## config.mk

```make
export PLATFORM = sky130hd
export DESIGN_NAME = sequence_slot_allocator_unit_flat
export DESIGN_NICKNAME = d
export VERILOG_FILES = /design/src/rtl/ssa_pkg.sv /design/src/rtl/ssa_ifs.sv /design/src/rtl/ssa_ram.sv /design/src/rtl/ssa_ctrl.sv /design/src/rtl/ssa_dp.sv /design/src/rtl/sequence_slot_allocator_unit.sv /design/src/flat_wrapper.sv
export SDC_FILE = /design/constraint.sdc
export NUM_CORES = 2
export LEC_CHECK = 0
export ABC_AREA = 0
export BUFFER_PORTS_ARGS = -buffer_cell sky130_fd_sc_hd__buf_2
export CAP_MARGIN = 20
export CORE_MARGIN = 1
export CORE_UTILIZATION = 50
export DETAILED_ROUTE_END_ITERATION = 10
export PLACE_DENSITY = 0.66
export SYNTH_ARGS = -nofsm -noshare
export SYNTH_HDL_FRONTEND = slang
export SYNTH_SLANG_ARGS = --single-unit
export TNS_END_PERCENT = 1
```

## constraint.sdc

```tcl
create_clock -name clk -period 19.7 [get_ports clk]
set_input_delay 0 -clock clk [delete_from_list [all_inputs] [get_ports clk]]
set_output_delay 0 -clock clk [all_outputs]
set_load 0.01 [all_outputs]
```

## src/rtl/ssa_pkg.sv

```systemverilog
`default_nettype none

package ssa_pkg;

	localparam int ID_W     = 64;
	localparam int TIME_W   = 48;
	localparam int SLOT_W   = 6;
	localparam int STATUS_W = 3;
	localparam int KIND_W   = 2;

	localparam logic [TIME_W-1:0] IDLE_LIMIT_RESET = TIME_W'(1000000);

	// request kinds
	typedef enum logic [KIND_W-1:0] {
		KIND_START = 2'd0,
		KIND_CONT  = 2'd1,
		KIND_FREE  = 2'd2,
		KIND_REAP  = 2'd3
	} kind_t;

	// result status codes
	typedef enum logic [STATUS_W-1:0] {
		ST_OK        = 3'd0,
		ST_NO_FREE   = 3'd1,
		ST_UNKNOWN   = 3'd2,
		ST_DUP       = 3'd3,
		ST_RELEASED  = 3'd4,
		ST_NONE_IDLE = 3'd5
	} status_t;

	// controller states
	typedef enum logic [2:0] {
		S_IDLE,
		S_EXEC,
		S_SCAN_RD,
		S_SCAN_CHK,
		S_FLUSH
	} fsm_t;

	// controller to datapath
	typedef struct packed {
		logic capture;
		logic exec;
		logic scan_rd;
		logic scan_chk;
		logic flush;
	} cmd_t;

	// datapath to controller
	typedef struct packed {
		kind_t in_kind;
		logic  out_free;
		logic  idle_hit;
		logic  pend_valid;
		logic  scan_last;
	} sts_t;

endpackage

`default_nettype wire

```

## src/rtl/ssa_ifs.sv

```systemverilog
`default_nettype none

// request channel
interface ssa_req_if;
	logic                      valid;
	logic                      ready;
	logic [ssa_pkg::KIND_W-1:0] kind;
	logic [ssa_pkg::ID_W-1:0]   seq_id;
	logic [ssa_pkg::TIME_W-1:0] now_us;

	modport source (output valid, output kind, output seq_id, output now_us, input ready);
	modport sink (input valid, input kind, input seq_id, input now_us, output ready);
endinterface

// result channel
interface ssa_rsp_if;
	logic                        valid;
	logic                        ready;
	logic [ssa_pkg::STATUS_W-1:0] status;
	logic [ssa_pkg::SLOT_W-1:0]   slot;
	logic [ssa_pkg::ID_W-1:0]     out_seq_id;
	logic                        last;

	modport source (output valid, output status, output slot, output out_seq_id, output last,
		input ready);
	modport sink (input valid, input status, input slot, input out_seq_id, input last,
		output ready);
endinterface

// idle limit write channel
interface ssa_cfg_if;
	logic                      valid;
	logic                      ready;
	logic [ssa_pkg::TIME_W-1:0] idle_limit_us;

	modport source (output valid, output idle_limit_us, input ready);
	modport sink (input valid, input idle_limit_us, output ready);
endinterface

`default_nettype wire

```

## src/rtl/ssa_ram.sv

```systemverilog
`default_nettype none

module ssa_ram #(
	parameter int WIDTH = 8,
	parameter int DEPTH = 16,
	localparam int AW = (DEPTH > 1) ? $clog2(DEPTH) : 1
) (
	input  wire logic             clk,
	input  wire logic             we,
	input  wire logic [AW-1:0]    waddr,
	input  wire logic [WIDTH-1:0] wdata,
	input  wire logic             re,
	input  wire logic [AW-1:0]    raddr,
	output logic      [WIDTH-1:0] rdata
);

	logic [WIDTH-1:0] mem_q [DEPTH];
	logic [WIDTH-1:0] rdata_q;

	// write port
	always_ff @(posedge clk) begin
		if (we) begin
			mem_q[waddr] <= wdata;
		end
	end

	// registered read, hold when not enabled
	always_ff @(posedge clk) begin
		if (re) begin
			rdata_q <= mem_q[raddr];
		end
	end

	assign rdata = rdata_q;

endmodule

`default_nettype wire

```

## src/rtl/ssa_ctrl.sv

```systemverilog
`default_nettype none

module ssa_ctrl (
	input  wire logic          clk,
	input  wire logic          arst_n,
	input  wire logic          in_valid,
	output logic               in_ready,
	input  wire ssa_pkg::sts_t sts,
	output ssa_pkg::cmd_t      cmd
);

	ssa_pkg::fsm_t state_q, state_d;

	// state register
	always_ff @(posedge clk or negedge arst_n) begin
		if (!arst_n) begin
			state_q <= ssa_pkg::S_IDLE;
		end else begin
			state_q <= state_d;
		end
	end

	// next state and commands
	always_comb begin
		state_d  = state_q;
		cmd      = '0;
		in_ready = 1'b0;
		unique case (state_q)
			ssa_pkg::S_IDLE: begin
				in_ready = 1'b1;
				if (in_valid) begin
					cmd.capture = 1'b1;
					state_d = (sts.in_kind == ssa_pkg::KIND_REAP) ? ssa_pkg::S_SCAN_RD
						: ssa_pkg::S_EXEC;
				end
			end
			ssa_pkg::S_EXEC: begin
				if (sts.out_free) begin
					cmd.exec = 1'b1;
					state_d  = ssa_pkg::S_IDLE;
				end
			end
			ssa_pkg::S_SCAN_RD: begin
				cmd.scan_rd = 1'b1;
				state_d     = ssa_pkg::S_SCAN_CHK;
			end
			ssa_pkg::S_SCAN_CHK: begin
				// hold while a pending release cannot be handed to the output
				if (!(sts.idle_hit && sts.pend_valid && !sts.out_free)) begin
					cmd.scan_chk = 1'b1;
					state_d = sts.scan_last ? ssa_pkg::S_FLUSH : ssa_pkg::S_SCAN_RD;
				end
			end
			ssa_pkg::S_FLUSH: begin
				if (sts.out_free) begin
					cmd.flush = 1'b1;
					state_d   = ssa_pkg::S_IDLE;
				end
			end
			default: begin
				state_d = ssa_pkg::S_IDLE;
			end
		endcase
	end

endmodule

`default_nettype wire

```

## src/rtl/ssa_dp.sv

```systemverilog
`default_nettype none

module ssa_dp #(
	parameter int MAX_SLOTS = 16
) (
	input  wire logic                          clk,
	input  wire logic                          arst_n,
	input  wire ssa_pkg::cmd_t                 cmd,
	output ssa_pkg::sts_t                      sts,
	input  wire logic [ssa_pkg::KIND_W-1:0]    in_kind,
	input  wire logic [ssa_pkg::ID_W-1:0]      in_seq_id,
	input  wire logic [ssa_pkg::TIME_W-1:0]    in_now_us,
	input  wire logic                          cfg_valid,
	input  wire logic [ssa_pkg::TIME_W-1:0]    cfg_data,
	output logic                               out_valid,
	input  wire logic                          out_ready,
	output logic      [ssa_pkg::STATUS_W-1:0]  out_status,
	output logic      [ssa_pkg::SLOT_W-1:0]    out_slot,
	output logic      [ssa_pkg::ID_W-1:0]      out_seq_id,
	output logic                               out_last
);

	localparam int SW   = (MAX_SLOTS > 1) ? $clog2(MAX_SLOTS) : 1;
	localparam int CW   = $clog2(MAX_SLOTS + 1);
	localparam int SUMW = CW + 1;
	localparam logic [SW-1:0] LAST_SLOT = SW'(MAX_SLOTS - 1);
	localparam logic [CW-1:0] FULL_CNT  = CW'(MAX_SLOTS);

	// control state
	logic [MAX_SLOTS-1:0]   bound_q;
	logic [MAX_SLOTS-1:0]   fifo_wr_q;
	logic [SW-1:0]          fifo_head_q;
	logic [CW-1:0]          fifo_count_q;
	logic [ssa_pkg::TIME_W-1:0] limit_q;
	logic [SW-1:0]          idx_q;
	logic                   pend_valid_q;
	logic                   out_valid_q;
	ssa_pkg::kind_t         kind_q;

	// payload state
	logic [ssa_pkg::ID_W-1:0]   cam_id_q [MAX_SLOTS];
	logic [ssa_pkg::ID_W-1:0]   id_q;
	logic [ssa_pkg::TIME_W-1:0] now_q;
	logic                       hit_q;
	logic [SW-1:0]              hit_idx_q;
	logic [SW-1:0]              pend_slot_q;
	logic [ssa_pkg::ID_W-1:0]   pend_id_q;
	ssa_pkg::status_t           out_status_q;
	logic [ssa_pkg::SLOT_W-1:0] out_slot_q;
	logic [ssa_pkg::ID_W-1:0]   out_id_q;
	logic                       out_last_q;

	// RAM read data
	logic [ssa_pkg::TIME_W-1:0] stamp_rd;
	logic [ssa_pkg::ID_W-1:0]   id_rd;
	logic [SW-1:0]              fifo_rd;

	logic [MAX_SLOTS-1:0]   match;
	logic                   match_any;
	logic [SW-1:0]          match_idx;
	logic [SW-1:0]          pop_slot;
	logic [SUMW-1:0]        tail_sum;
	logic [SW-1:0]          fifo_tail;
	logic [ssa_pkg::TIME_W-1:0] idle_time;
	logic                   idle_hit;
	logic                   start_ok;
	logic                   cont_ok;
	logic                   free_ok;
	logic                   pop;
	logic                   push_free;
	logic                   push_reap;
	logic                   push_en;
	logic [SW-1:0]          push_slot;
	logic                   out_free;
	logic                   out_load;
	ssa_pkg::status_t       exec_status;
	logic [SW-1:0]          exec_slot;
	logic                   stamp_we;
	logic [SW-1:0]          stamp_waddr;

	// associative match of the incoming id, lowest slot wins
	always_comb begin
		match_idx = '0;
		for (int i = 0; i < MAX_SLOTS; i++) begin
			match[i] = bound_q[i] && (cam_id_q[i] == in_seq_id);
		end
		for (int i = MAX_SLOTS - 1; i >= 0; i--) begin
			if (match[i]) begin
				match_idx = SW'(i);
			end
		end
	end
	assign match_any = |match;

	// free list pointers; an entry never written holds its own index
	assign pop_slot  = fifo_wr_q[fifo_head_q] ? fifo_rd : fifo_head_q;
	assign tail_sum  = SUMW'(fifo_head_q) + SUMW'(fifo_count_q);
	assign fifo_tail = (tail_sum >= SUMW'(MAX_SLOTS)) ? SW'(tail_sum - SUMW'(MAX_SLOTS))
		: SW'(tail_sum);

	// idle test for the slot under scan
	assign idle_time = now_q - stamp_rd;
	assign idle_hit  = bound_q[idx_q] && (idle_time > limit_q);

	// decode the executed request
	assign start_ok  = (kind_q == ssa_pkg::KIND_START) && !hit_q && (fifo_count_q != '0);
	assign cont_ok   = (kind_q == ssa_pkg::KIND_CONT) && hit_q;
	assign free_ok   = (kind_q == ssa_pkg::KIND_FREE) && hit_q;
	assign pop       = cmd.exec && start_ok;
	assign push_free = cmd.exec && free_ok;
	assign push_reap = cmd.scan_chk && idle_hit;
	assign push_slot = push_free ? hit_idx_q : idx_q;
	assign push_en   = (push_free || push_reap) && (fifo_count_q != FULL_CNT);

	always_comb begin
		exec_status = ssa_pkg::ST_OK;
		exec_slot   = '0;
		case (kind_q) inside
			ssa_pkg::KIND_START: begin
				if (hit_q) begin
					exec_status = ssa_pkg::ST_DUP;
				end else if (fifo_count_q == '0) begin
					exec_status = ssa_pkg::ST_NO_FREE;
				end else begin
					exec_slot = pop_slot;
				end
			end
			ssa_pkg::KIND_CONT, ssa_pkg::KIND_FREE: begin
				if (hit_q) begin
					exec_slot = hit_idx_q;
				end else begin
					exec_status = ssa_pkg::ST_UNKNOWN;
				end
			end
			default: begin
				exec_status = ssa_pkg::ST_OK;
			end
		endcase
	end

	// stamp on start and continue
	assign stamp_we    = cmd.exec && (start_ok || cont_ok);
	assign stamp_waddr = start_ok ? pop_slot : hit_idx_q;

	ssa_ram #(
		.WIDTH(ssa_pkg::TIME_W),
		.DEPTH(MAX_SLOTS)
	) u_stamp_ram (
		.clk   (clk),
		.we    (stamp_we),
		.waddr (stamp_waddr),
		.wdata (now_q),
		.re    (cmd.scan_rd),
		.raddr (idx_q),
		.rdata (stamp_rd)
	);

	ssa_ram #(
		.WIDTH(ssa_pkg::ID_W),
		.DEPTH(MAX_SLOTS)
	) u_id_ram (
		.clk   (clk),
		.we    (pop),
		.waddr (pop_slot),
		.wdata (id_q),
		.re    (cmd.scan_rd),
		.raddr (idx_q),
		.rdata (id_rd)
	);

	ssa_ram #(
		.WIDTH(SW),
		.DEPTH(MAX_SLOTS)
	) u_fifo_ram (
		.clk   (clk),
		.we    (push_en),
		.waddr (fifo_tail),
		.wdata (push_slot),
		.re    (cmd.capture),
		.raddr (fifo_head_q),
		.rdata (fifo_rd)
	);

	// output register
	assign out_free = !out_valid_q || out_ready;
	assign out_load = cmd.exec || cmd.flush || (cmd.scan_chk && idle_hit && pend_valid_q);

	// control registers
	always_ff @(posedge clk or negedge arst_n) begin
		if (!arst_n) begin
			bound_q      <= '0;
			fifo_wr_q    <= '0;
			fifo_head_q  <= '0;
			fifo_count_q <= FULL_CNT;
			limit_q      <= ssa_pkg::IDLE_LIMIT_RESET;
			idx_q        <= '0;
			pend_valid_q <= 1'b0;
			out_valid_q  <= 1'b0;
			kind_q       <= ssa_pkg::KIND_START;
		end else begin
			if (cfg_valid) begin
				limit_q <= cfg_data;
			end
			if (cmd.capture) begin
				kind_q       <= ssa_pkg::kind_t'(in_kind);
				idx_q        <= '0;
				pend_valid_q <= 1'b0;
			end
			// advance the scan, keep the newest release pending
			if (cmd.scan_chk) begin
				if (idx_q != LAST_SLOT) begin
					idx_q <= idx_q + SW'(1);
				end
				if (idle_hit) begin
					pend_valid_q <= 1'b1;
				end
			end
			if (pop) begin
				bound_q[pop_slot] <= 1'b1;
				fifo_head_q  <= (fifo_head_q == LAST_SLOT) ? '0 : fifo_head_q + SW'(1);
				fifo_count_q <= fifo_count_q - CW'(1);
			end
			if (push_free || push_reap) begin
				bound_q[push_slot] <= 1'b0;
			end
			if (push_en) begin
				fifo_wr_q[fifo_tail] <= 1'b1;
				fifo_count_q <= fifo_count_q + CW'(1);
			end
			if (out_load) begin
				out_valid_q <= 1'b1;
			end else if (out_ready) begin
				out_valid_q <= 1'b0;
			end
		end
	end

	// payload registers
	always_ff @(posedge clk) begin
		if (cmd.capture) begin
			id_q      <= in_seq_id;
			now_q     <= in_now_us;
			hit_q     <= match_any;
			hit_idx_q <= match_idx;
		end
		if (pop) begin
			cam_id_q[pop_slot] <= id_q;
		end
		if (push_reap) begin
			pend_slot_q <= idx_q;
			pend_id_q   <= id_rd;
		end
		if (cmd.exec) begin
			out_status_q <= exec_status;
			out_slot_q   <= ssa_pkg::SLOT_W'(exec_slot);
			out_id_q     <= id_q;
			out_last_q   <= 1'b1;
		end else if (cmd.flush) begin
			out_last_q <= 1'b1;
			if (pend_valid_q) begin
				out_status_q <= ssa_pkg::ST_RELEASED;
				out_slot_q   <= ssa_pkg::SLOT_W'(pend_slot_q);
				out_id_q     <= pend_id_q;
			end else begin
				out_status_q <= ssa_pkg::ST_NONE_IDLE;
				out_slot_q   <= '0;
				out_id_q     <= '0;
			end
		end else if (out_load) begin
			out_status_q <= ssa_pkg::ST_RELEASED;
			out_slot_q   <= ssa_pkg::SLOT_W'(pend_slot_q);
			out_id_q     <= pend_id_q;
			out_last_q   <= 1'b0;
		end
	end

	assign sts.in_kind    = ssa_pkg::kind_t'(in_kind);
	assign sts.out_free   = out_free;
	assign sts.idle_hit   = idle_hit;
	assign sts.pend_valid = pend_valid_q;
	assign sts.scan_last  = (idx_q == LAST_SLOT);

	assign out_valid  = out_valid_q;
	assign out_status = out_status_q;
	assign out_slot   = out_slot_q;
	assign out_seq_id = out_id_q;
	assign out_last   = out_last_q;

	// every slot is either bound or waiting in the free list
	assert property (@(posedge clk) disable iff (!arst_n)
		$countones(bound_q) + int'(fifo_count_q) == MAX_SLOTS)
		else $error("slot accounting broken");

	// never overwrite a result that has not been taken
	assert property (@(posedge clk) disable iff (!arst_n)
		out_load |-> (!out_valid_q || out_ready))
		else $error("result register overwritten");

	// a granted slot is never already bound
	assert property (@(posedge clk) disable iff (!arst_n)
		pop |-> !bound_q[pop_slot])
		else $error("granted slot already bound");

	// a release always comes from a bound slot and finds room in the free list
	assert property (@(posedge clk) disable iff (!arst_n)
		(push_free || push_reap) |-> (bound_q[push_slot] && fifo_count_q != FULL_CNT))
		else $error("release of unbound slot or full free list");

endmodule

`default_nettype wire

```

## src/rtl/sequence_slot_allocator_unit.sv

```systemverilog
// Binds 64-bit sequence ids to MAX_SLOTS slots taken from a free list and
// releases slots that sat idle longer than idle_limit_us. A start, continue or
// free request matches its id against all bound slots in the accept cycle and
// updates the slot tables once the output is free. A reap request walks the
// slots one at a time through the stamp memory read port, each read in a read
// state and tested in a check state, then a flush state; both wait on a
// stalled result channel. One beat leaves per released slot, or a single "none
// idle" beat, with last on the final one. Results sit in an output register,
// so a new request is taken while the previous result waits. Reset needs no
// clearing pass. Write idle_limit_us only while no request is in flight.
`default_nettype none

module sequence_slot_allocator_unit #(
	parameter int MAX_SLOTS = 16
) (
	input wire logic   clk,
	input wire logic   arst_n,
	ssa_req_if.sink    req,
	ssa_rsp_if.source  rsp,
	ssa_cfg_if.sink    cfg
);

	ssa_pkg::cmd_t cmd;
	ssa_pkg::sts_t sts;

	// idle limit writes are always taken
	assign cfg.ready = 1'b1;

	ssa_ctrl u_ctrl (
		.clk      (clk),
		.arst_n   (arst_n),
		.in_valid (req.valid),
		.in_ready (req.ready),
		.sts      (sts),
		.cmd      (cmd)
	);

	ssa_dp #(
		.MAX_SLOTS(MAX_SLOTS)
	) u_dp (
		.clk        (clk),
		.arst_n     (arst_n),
		.cmd        (cmd),
		.sts        (sts),
		.in_kind    (req.kind),
		.in_seq_id  (req.seq_id),
		.in_now_us  (req.now_us),
		.cfg_valid  (cfg.valid),
		.cfg_data   (cfg.idle_limit_us),
		.out_valid  (rsp.valid),
		.out_ready  (rsp.ready),
		.out_status (rsp.status),
		.out_slot   (rsp.slot),
		.out_seq_id (rsp.out_seq_id),
		.out_last   (rsp.last)
	);

endmodule

`default_nettype wire
```

## src/flat_wrapper.sv

```systemverilog
// flat-port wrapper written by rule: the top's interface ports become plain ports
module sequence_slot_allocator_unit_flat 
#(
	parameter int MAX_SLOTS = 16
)
  (clk, arst_n, req_valid, req_kind, req_seq_id, req_now_us, req_ready, rsp_valid, rsp_status, rsp_slot, rsp_out_seq_id, rsp_last, rsp_ready, cfg_valid, cfg_idle_limit_us, cfg_ready);
  ssa_req_if req_i ();
  ssa_rsp_if rsp_i ();
  ssa_cfg_if cfg_i ();
  input wire logic clk;
  input wire logic arst_n;
  input wire logic [$bits(req_i.valid)-1:0] req_valid;
  input wire logic [$bits(req_i.kind)-1:0] req_kind;
  input wire logic [$bits(req_i.seq_id)-1:0] req_seq_id;
  input wire logic [$bits(req_i.now_us)-1:0] req_now_us;
  output wire logic [$bits(req_i.ready)-1:0] req_ready;
  output wire logic [$bits(rsp_i.valid)-1:0] rsp_valid;
  output wire logic [$bits(rsp_i.status)-1:0] rsp_status;
  output wire logic [$bits(rsp_i.slot)-1:0] rsp_slot;
  output wire logic [$bits(rsp_i.out_seq_id)-1:0] rsp_out_seq_id;
  output wire logic [$bits(rsp_i.last)-1:0] rsp_last;
  input wire logic [$bits(rsp_i.ready)-1:0] rsp_ready;
  input wire logic [$bits(cfg_i.valid)-1:0] cfg_valid;
  input wire logic [$bits(cfg_i.idle_limit_us)-1:0] cfg_idle_limit_us;
  output wire logic [$bits(cfg_i.ready)-1:0] cfg_ready;
  assign req_i.valid = req_valid;
  assign req_i.kind = req_kind;
  assign req_i.seq_id = req_seq_id;
  assign req_i.now_us = req_now_us;
  assign req_ready = req_i.ready;
  assign rsp_valid = rsp_i.valid;
  assign rsp_status = rsp_i.status;
  assign rsp_slot = rsp_i.slot;
  assign rsp_out_seq_id = rsp_i.out_seq_id;
  assign rsp_last = rsp_i.last;
  assign rsp_i.ready = rsp_ready;
  assign cfg_i.valid = cfg_valid;
  assign cfg_i.idle_limit_us = cfg_idle_limit_us;
  assign cfg_ready = cfg_i.ready;
  sequence_slot_allocator_unit #(.MAX_SLOTS(MAX_SLOTS)) u_core (.clk(clk), .arst_n(arst_n), .req(req_i), .rsp(rsp_i), .cfg(cfg_i));
endmodule
```

# After elaboration in Yosys (flattened, before gate mapping)
# Memory sizes are Yosys's and may differ from the RTL's. A register that Yosys moved wholly into a read port is not among the register bits.
# Index checks and enable logic that the tools add are counted.
[classes]
addsub = 7
n_lt_le_gt_ge = 10
n_eq_ne = 30
mux = 85
n_bitwise = 4
n_reduce_logical = 56
[op_table]
columns = ["cell", "count"]
rows = [
  ["64-bit == test", 16],
  ["64-bit 2-to-1 mux", 4],
  ["4-bit 2-to-1 mux", 23],
  ["48-bit greater-than comparator", 1],
  ["48-bit subtractor", 1],
  ["3-bit 2-to-1 mux", 12],
  ["1-bit logical AND", 32],
  ["16-bit 2-to-1 mux", 2],
  ["16-bit OR", 2],
  ["1-bit 2-to-1 mux", 28],
  ["4-bit by 5-bit < comparator with 1-bit output (second input constant)", 5],
  ["16-bit AND", 1],
  ["16-bit inverter", 1],
  ["16-bit OR reduction", 1],
  ["1-bit demux with 4-bit select", 3],
  ["4-bit by 1-bit >= comparator with 1-bit output (second input constant)", 3],
  ["2-bit 2-to-1 mux", 6],
  ["6-bit 2-to-1 mux", 2],
  ["3-bit one-hot mux with 4 select lines", 1],
  ["5-bit 2-to-1 mux", 2],
  ["4-bit by 1-bit adder with 4-bit output (second input constant)", 2],
  ["1-bit binary-select mux with 4-bit select", 2],
  ["4-bit == test (second input constant)", 2],
  ["2-bit OR reduction", 4],
  ["other kinds (25)", 36],
]
[totals]
regBits = 359
ram_bits = 2880
in_bits = 167
n_memories = 4
[memory_table]
columns = ["name", "depth", "width", "read_ports", "rd_clocked_by_memory_dff", "wr", "line_no", "rtl"]
rows = [
  ["u_core.u_dp.cam_id_q", 16, 64, 16, 0, 1, "ssa_dp.sv:41", "logic [ssa_pkg::ID_W-1:0] cam_id_q [MAX_SLOTS];"],
  ["u_core.u_dp.u_id_ram.mem_q", 16, 64, 1, 1, 1, "ssa_ram.sv:17", "logic [WIDTH-1:0] mem_q [DEPTH];"],
  ["u_core.u_dp.u_stamp_ram.mem_q", 16, 48, 1, 1, 1, "ssa_ram.sv:17", ""],
  ["u_core.u_dp.u_fifo_ram.mem_q", 16, 4, 1, 1, 1, "ssa_ram.sv:17", ""],
]

# Depth between registers and ports, before layout
# An unclocked memory read counts as a cell.
[logic_depth]
depth_word = 18
mapped_depth = 30

# Cells and area by module
# A second synthesis with hierarchy kept.
[unflattened]
hier_cells = 7019
hier_area_um2 = 132568.4
[modules_own_cells]
columns = ["mod", "n_inst", "cells_each", "area_per_inst_um2", "seq_area_each_um2"]
rows = [
  ["ssa_dp", 1, 3970, 59223.0, 40894.2],
  ["ssa_ram at u_core.u_dp.u_id_ram", 1, 1647, 40222.3, 32671.3],
  ["ssa_ram at u_core.u_dp.u_stamp_ram", 1, 1242, 30175.2, 24503.5],
  ["ssa_ram at u_core.u_dp.u_fifo_ram", 1, 130, 2706.3, 2042.0],
  ["ssa_ctrl", 1, 28, 230.2, 75.1],
  ["sequence_slot_allocator_unit", 1, 2, 11.3, 0.0],
]

# Worst setup path before layout
# No wires, ideal clock.
[synth_path]
path_kind = "register to register"
startpoint = "register u_core.u_dp.now_q[0] (netlist bit)"
endpoint = "register u_core.u_dp.out_id_q (netlist bit u_core.u_dp.out_seq_id[0]), enable pin"
arrival_time_ps = 7913
t_required_ps = 19272
path_slack_ps = 11359
path_stages_with_launch = 23
n_path_buf = 0
synth_period_minus_slack_ps = 8341
cell_sequence = "edfxtp_1 -> inv_1 -> ha_1 -> inv_1 -> fa_1 -> a21oi_1 -> nand4b_1 -> a31oi_1 -> o21ai_0 -> o31ai_1 -> a31oi_1 -> o31a_1 -> o41ai_1 -> a21oi_1 -> xnor2_1 -> ha_1 -> nand4_1 -> nor4_1 -> o21ai_0 -> o211ai_1 -> a311oi_1 -> a21oi_2 -> a21o_1"
[synth_between]
elab_chain_len = 11
[synth_rtl]
columns = ["item", "line_no", "rtl"]
rows = [
  ["from (decl)", "ssa_dp.sv:43", "logic [ssa_pkg::TIME_W-1:0] now_q;"],
  ["from (signal assigned)", "ssa_dp.sv:242", "now_q <= in_now_us;"],
  ["48-bit subtractor *", "ssa_dp.sv:102", "assign idle_time = now_q - stamp_rd;"],
  ["48-bit greater-than comparator *", "ssa_dp.sv:103", "assign idle_hit = bound_q[idx_q] && (idle_time > limit_q);"],
  ["1-bit logical AND *", "ssa_dp.sv:103", ""],
  ["1-bit logical AND (2 in series)", "ssa_ctrl.sv:49", "if (!(sts.idle_hit && sts.pend_valid && !sts.out_free)) begin"],
  ["1-bit 2-to-1 mux", "ssa_ctrl.sv:49", ""],
  ["1-bit 2-to-1 mux", "ssa_ctrl.sv:28", "unique case (state_q)"],
  ["1-bit logical AND *", "-", ""],
  ["net u_core.u_dp.push_reap", "ssa_dp.sv:71", "logic push_reap;"],
  ["1-bit logical AND *", "ssa_dp.sv:186", "assign out_load = cmd.exec || cmd.flush || (cmd.scan_chk && idle_hit && pend_valid_q);"],
  ["1-bit logical OR *", "ssa_dp.sv:186", ""],
  ["3-bit nonzero test (no line) *", "-", ""],
  ["to (signal assigned)", "ssa_dp.sv:256", "out_id_q <= id_q;"],
  ["to (signal assigned)", "ssa_dp.sv:263", "out_id_q <= pend_id_q;"],
  ["to (signal assigned)", "ssa_dp.sv:272", "out_id_q <= pend_id_q;"],
  ["to (decl)", "ssa_dp.sv:50", "logic [ssa_pkg::ID_W-1:0] out_id_q;"],
]
# The timed path passes the listed nets; every way through them passes the cells marked *.
# A chain may end at the register's enable or synchronous reset.

# Final worst setup path
[layout_path]
startpoint = "register u_core.u_dp.now_q[0] (netlist bit)"
endpoint = "register u_core.u_dp.fifo_count_q[4]"
[layout_between]
elab_chain_len = 11
elab_cells_between_ends = 12
[layout_rtl]
columns = ["item", "line_no", "rtl"]
rows = [
  ["48-bit subtractor *", "ssa_dp.sv:102", ""],
  ["48-bit greater-than comparator *", "ssa_dp.sv:103", ""],
  ["1-bit logical AND *", "ssa_dp.sv:103", ""],
  ["1-bit logical AND (2 in series)", "ssa_ctrl.sv:49", ""],
  ["1-bit 2-to-1 mux", "ssa_ctrl.sv:49", ""],
  ["1-bit 2-to-1 mux", "ssa_ctrl.sv:28", ""],
  ["1-bit logical AND *", "ssa_dp.sv:111", "assign push_reap = cmd.scan_chk && idle_hit;"],
  ["net u_core.u_dp.push_reap", "ssa_dp.sv:71", ""],
  ["1-bit logical OR *", "ssa_dp.sv:113", "assign push_en = (push_free || push_reap) && (fifo_count_q != FULL_CNT);"],
  ["1-bit logical AND *", "ssa_dp.sv:113", ""],
  ["5-bit 2-to-1 mux / 2-bit nonzero test (equally long branches)", "-", ""],
  ["to (signal assigned)", "ssa_dp.sv:221", "fifo_count_q <= fifo_count_q - CW'(1);"],
  ["to (signal assigned)", "ssa_dp.sv:228", "fifo_count_q <= fifo_count_q + CW'(1);"],
  ["to (decl)", "ssa_dp.sv:33", "logic [CW-1:0] fifo_count_q;"],
]
# Marked as above.

==> metrics.txt <==
post-layout instance count excluding filler cells=between 10k and 15k; Worst Hold Class=in2reg; initial drt markers=14.49k; crit path max-delay cell type=nor4_1; delay of the slowest critical-path stage=580 ps; period utilization=42.11%; Max FO, Critical Path=30; crit path capture type=flop; most common flop cell mapped by yosys=edfxtp_1; min Tclk post-route=8295 ps; full die area=207700 µm²; final setup fails=0; GR Overflow Total=0; sw frac=33.25%; die span in x=455.8 µm; TritonCTS Buffers=236; Sequential cell area=69450 µm²; placer congestion estimate=1.162; max_slew headroom=2.691%; Syn Inst Count=approximately 6.6k; Post-synth EDFFs=around 2.2k; H-tree depth=4; measured slew at the worst slew-check pin=around 1500 ps; CTS tree=built; first-pass GRT wire length=640600 µm; cell row count=~170; Core ar.=204600 µm²; Post-synth ARST share=approximately 4.3%; sw power=5073 µW; Avg Cell Area, Syn=about 16 µm²; FF+latch count, synth=2329; post-route ant nets=0; Skew-Pair Late Insertion Delay=910 ps; WP data arrival=slightly above 9000 ps; setup fix buffers added after clock tree synthesis=0; drt drc=0; filler instances=15.34k; largest net degree at the start of global routing=roughly 120; fin util=58.83%; vias in the first global route=66.58k; outcome=complete, no violations; area grow syn2layout=16.90%; Cell Int Power=10180 µW; port bufs=240; Seq pwr share=42.6%; Inst Count DP=9354; Final Hold Fails=0; clock sink total=2329; skew final=79.59 ps; static leakage=around 0.041 µW; maximum clock frequency=120.6 MHz; clk root buf=clkbuf_16; Fin Setup TNS=0 ps; Starting Density=50.33%; # Max-Cap Violations=0; synth unique cells=75; Critical Path RT=20490 ps; Combinational Power Share=roughly a quarter; area of the multi-input gates=31660 µm²; YS warnings=0; critical path launch point type=flop; clock buffer depth=3; Nets=around 7.6k; die extent in y=455.8 µm; RSZ-0062 raised after global routing=no; gr usage total=46.99%; drt wl/cell=48.57 µm; layout cells sized above 1=between 15 and 20%; Cell Area, Synth=103000 µm²; via count=72.75k; Ports=244; post-cts resize count=0; final WL=495700 µm; initial antenna violation count=76; Reg clk slew, reported paths=60 ps; fin. max-slew vios=0; Clock Power Share=31.3%; Seq/Total Area, Yosys=67.44%; pwr dens=126.8 nW/µm²; drt pass-1 iters=8; vias per cell=approximately 7.1; path type of the worst setup path=reg2reg; Max VDD drop=0.1145 mV; Detail Placement HPWL=roughly 350000 µm
[stage by stage]
stage / cell area (µm²) / hold slack (ps) / total power [µW] / setup slack (ps)
2_1_floorplan: 103000 / -295.6 / 8659 / 11360
3_3_place_gp: 108200 / 85.59 / 10270 / 11830
3_5_place_dp: 108300 / 95.56 / 10320 / 11600
4_1_cts: 120200 / 18.59 / 15060 / 11570
5_1_grt: 120300 / 27.06 / 15540 / 10870
6_report: 120400 / 49.40 / 15260 / 11400
[power groups by stage]
stage	Sequential, µW	Clock [µW]	Combinational, µW
detailed placement	6570	0	3750
global placement	6550	0	3720
finish	6490	4770	3990
global route	6500	4940	4100
floorplan	6400	0	2260
CTS	6470	4760	3830
[layout make-up]
| type | count | share of cell area (%) |
|---|---|---|
| repair buffers | 837 | 5.591 |
| clock buffers | 288 | 5.144 |
| diodes | 30 | 0.06237 |
| well taps | 2688 | 2.794 |
| clock inverters | 159 | 1.647 |
| flip-flops and latches | 2329 | 57.70 |
| inverters | 241 | 0.7558 |
| multi-input cells | 3633 | 26.30 |
[critical path, delay by kind of cell, from the launching register on]
| family | cells | cell delay [ps] |
|---|---|---|
| simple gates | 5 | 1350 |
| compound gates | 13 | 3320 |
| buf+inv | 5 | 940 |
| xor+xnor | 1 | 140 |
| flops | 1 | 570 |
| mux | 2 | 630 |
| fa+ha+maj | 4 | 1220 |
[registers in the layout (all words and copies together) (netlist names), 5 cells and up]
| signal | count |
|---|---|
| u_core.u_dp.out_seq_id | 64 |
| u_core.u_dp.fifo_wr_q | 16 |
| u_core.u_dp.id_q | 64 |
| u_core.u_dp.u_id_ram.mem_q | 1024 |
| u_core.u_dp.pend_id_q | 64 |
| u_core.u_dp.u_id_ram.rdata | 64 |
| u_core.u_dp.limit_q | 48 |
| u_core.u_dp.bound_q | 16 |
| u_core.u_dp.now_q | 48 |
| u_core.u_dp.u_stamp_ram.mem_q | 768 |
| u_core.u_dp.u_stamp_ram.rdata | 48 |
| u_core.u_dp.fifo_count_q | 5 |
| u_core.u_dp.u_fifo_ram.mem_q | 64 |
[routing by layer]
layer	wire (µm)	global-route usage (%)	part of all wire (%)	vias up
li1	-	-	-	27240
met2	197100	62.54	40	6695
met5	757	0.2755	0.15	-
met3	84670	24.85	17	1153
met4	30490	23.35	6.2	56
met1	182600	62.09	37	37610
[placed cells by master (no fill, tap or decap), drive strengths merged, types with 30 or more instances in the layout]
cell type	netlist	final
a21o	56	56
a21oi	191	191
a221oi	168	168
a22o	82	82
a22oi	134	134
buf	116	476
bufinv	0	35
clkbuf	247	289
clkinv	11	122
dfrtp	92	92
diode	0	30
dlygate4sd3	0	360
edfxtp	2228	2228
ha	106	106
inv	230	230
mux2	115	115
mux2i	346	346
mux4	253	253
nand2	231	231
nand3	37	37
nand4	163	163
nor2	101	101
nor4	138	138
o21ai	321	321
o22ai	71	71
xnor2	497	497
xor2	332	332
[final timing paths]
check,start,to,slack (ps),cells past startpoint
worst max-delay path,u_core.u_dp.now_q[0],u_core.u_dp.fifo_count_q[4],11400,30
worst min-delay path,req_seq_id[15],u_core.u_dp.id_q[15],50,2
worst max register to register,u_core.u_dp.now_q[0],u_core.u_dp.fifo_count_q[4],11400,30
worst min register to register,u_core.u_dp.u_id_ram.rdata[40],u_core.u_dp.pend_id_q[40],400,0
max in group asynchronous,arst_n,u_core.u_dp.limit_q[3],18470,4
min in group asynchronous,arst_n,u_core.u_dp.fifo_count_q[4],300,3
[kinds of logic after synthesis]
family | Yosys count | synth area share [%]
flops | 2329 | 67.44
compound gates | 1185 | 7.780
xor+xnor | 829 | 7.052
simple gates | 793 | 3.974
mux | 714 | 10.16
buf+inv | 604 | 2.248
fa+ha+maj | 109 | 1.346
other cells | 2 | 0.007294
[synthesized netlist by cell type, types with 9 or more instances]
master / instances / area [µm²]
nand2b_1: 26 / 162.7
clkinv_1: 11 / 41.29
nor4_1: 138 / 863.3
o21bai_1: 14 / 105.1
xor2_1: 332 / 2908
nor3_1: 25 / 125.1
a211oi_1: 11 / 82.58
nor2b_1: 14 / 87.58
edfxtp_1: 2228 / 66900
buf_2: 23 / 115.1
and4_1: 9 / 78.83
buf_1: 89 / 334.1
a22o_1: 82 / 718.2
clkbuf_1: 247 / 927.1
xnor2_1: 497 / 4353
nand2_1: 231 / 867.1
mux2i_1: 346 / 3463
ha_1: 106 / 1326
a22oi_1: 134 / 1006
a222oi_1: 11 / 110.1
nand3_1: 37 / 185.2
mux2_2: 115 / 1295
a221o_1: 9 / 90.09
nor2_1: 101 / 379.1
a221oi_1: 168 / 1471
o22ai_1: 71 / 444.2
nand4_1: 163 / 1020
o2bb2ai_1: 27 / 236.5
inv_1: 229 / 859.6
and2_1: 11 / 68.82
or2_2: 11 / 68.82
dfrtp_1: 92 / 2302
o22a_1: 16 / 140.1
a21o_1: 56 / 420.4
o221ai_1: 17 / 148.9
o21ai_0: 319 / 1597
a21oi_1: 190 / 950.9
mux4_2: 253 / 5698
[what timing repair did]
item / 4_1_cts / 5_1_grt
hold buffers: 361 / 0
endpoints found under the hold margin: 261 / 0
setup endpoints to repair: 0 / 0
Note: power is estimated with default switching activity, not from simulation.
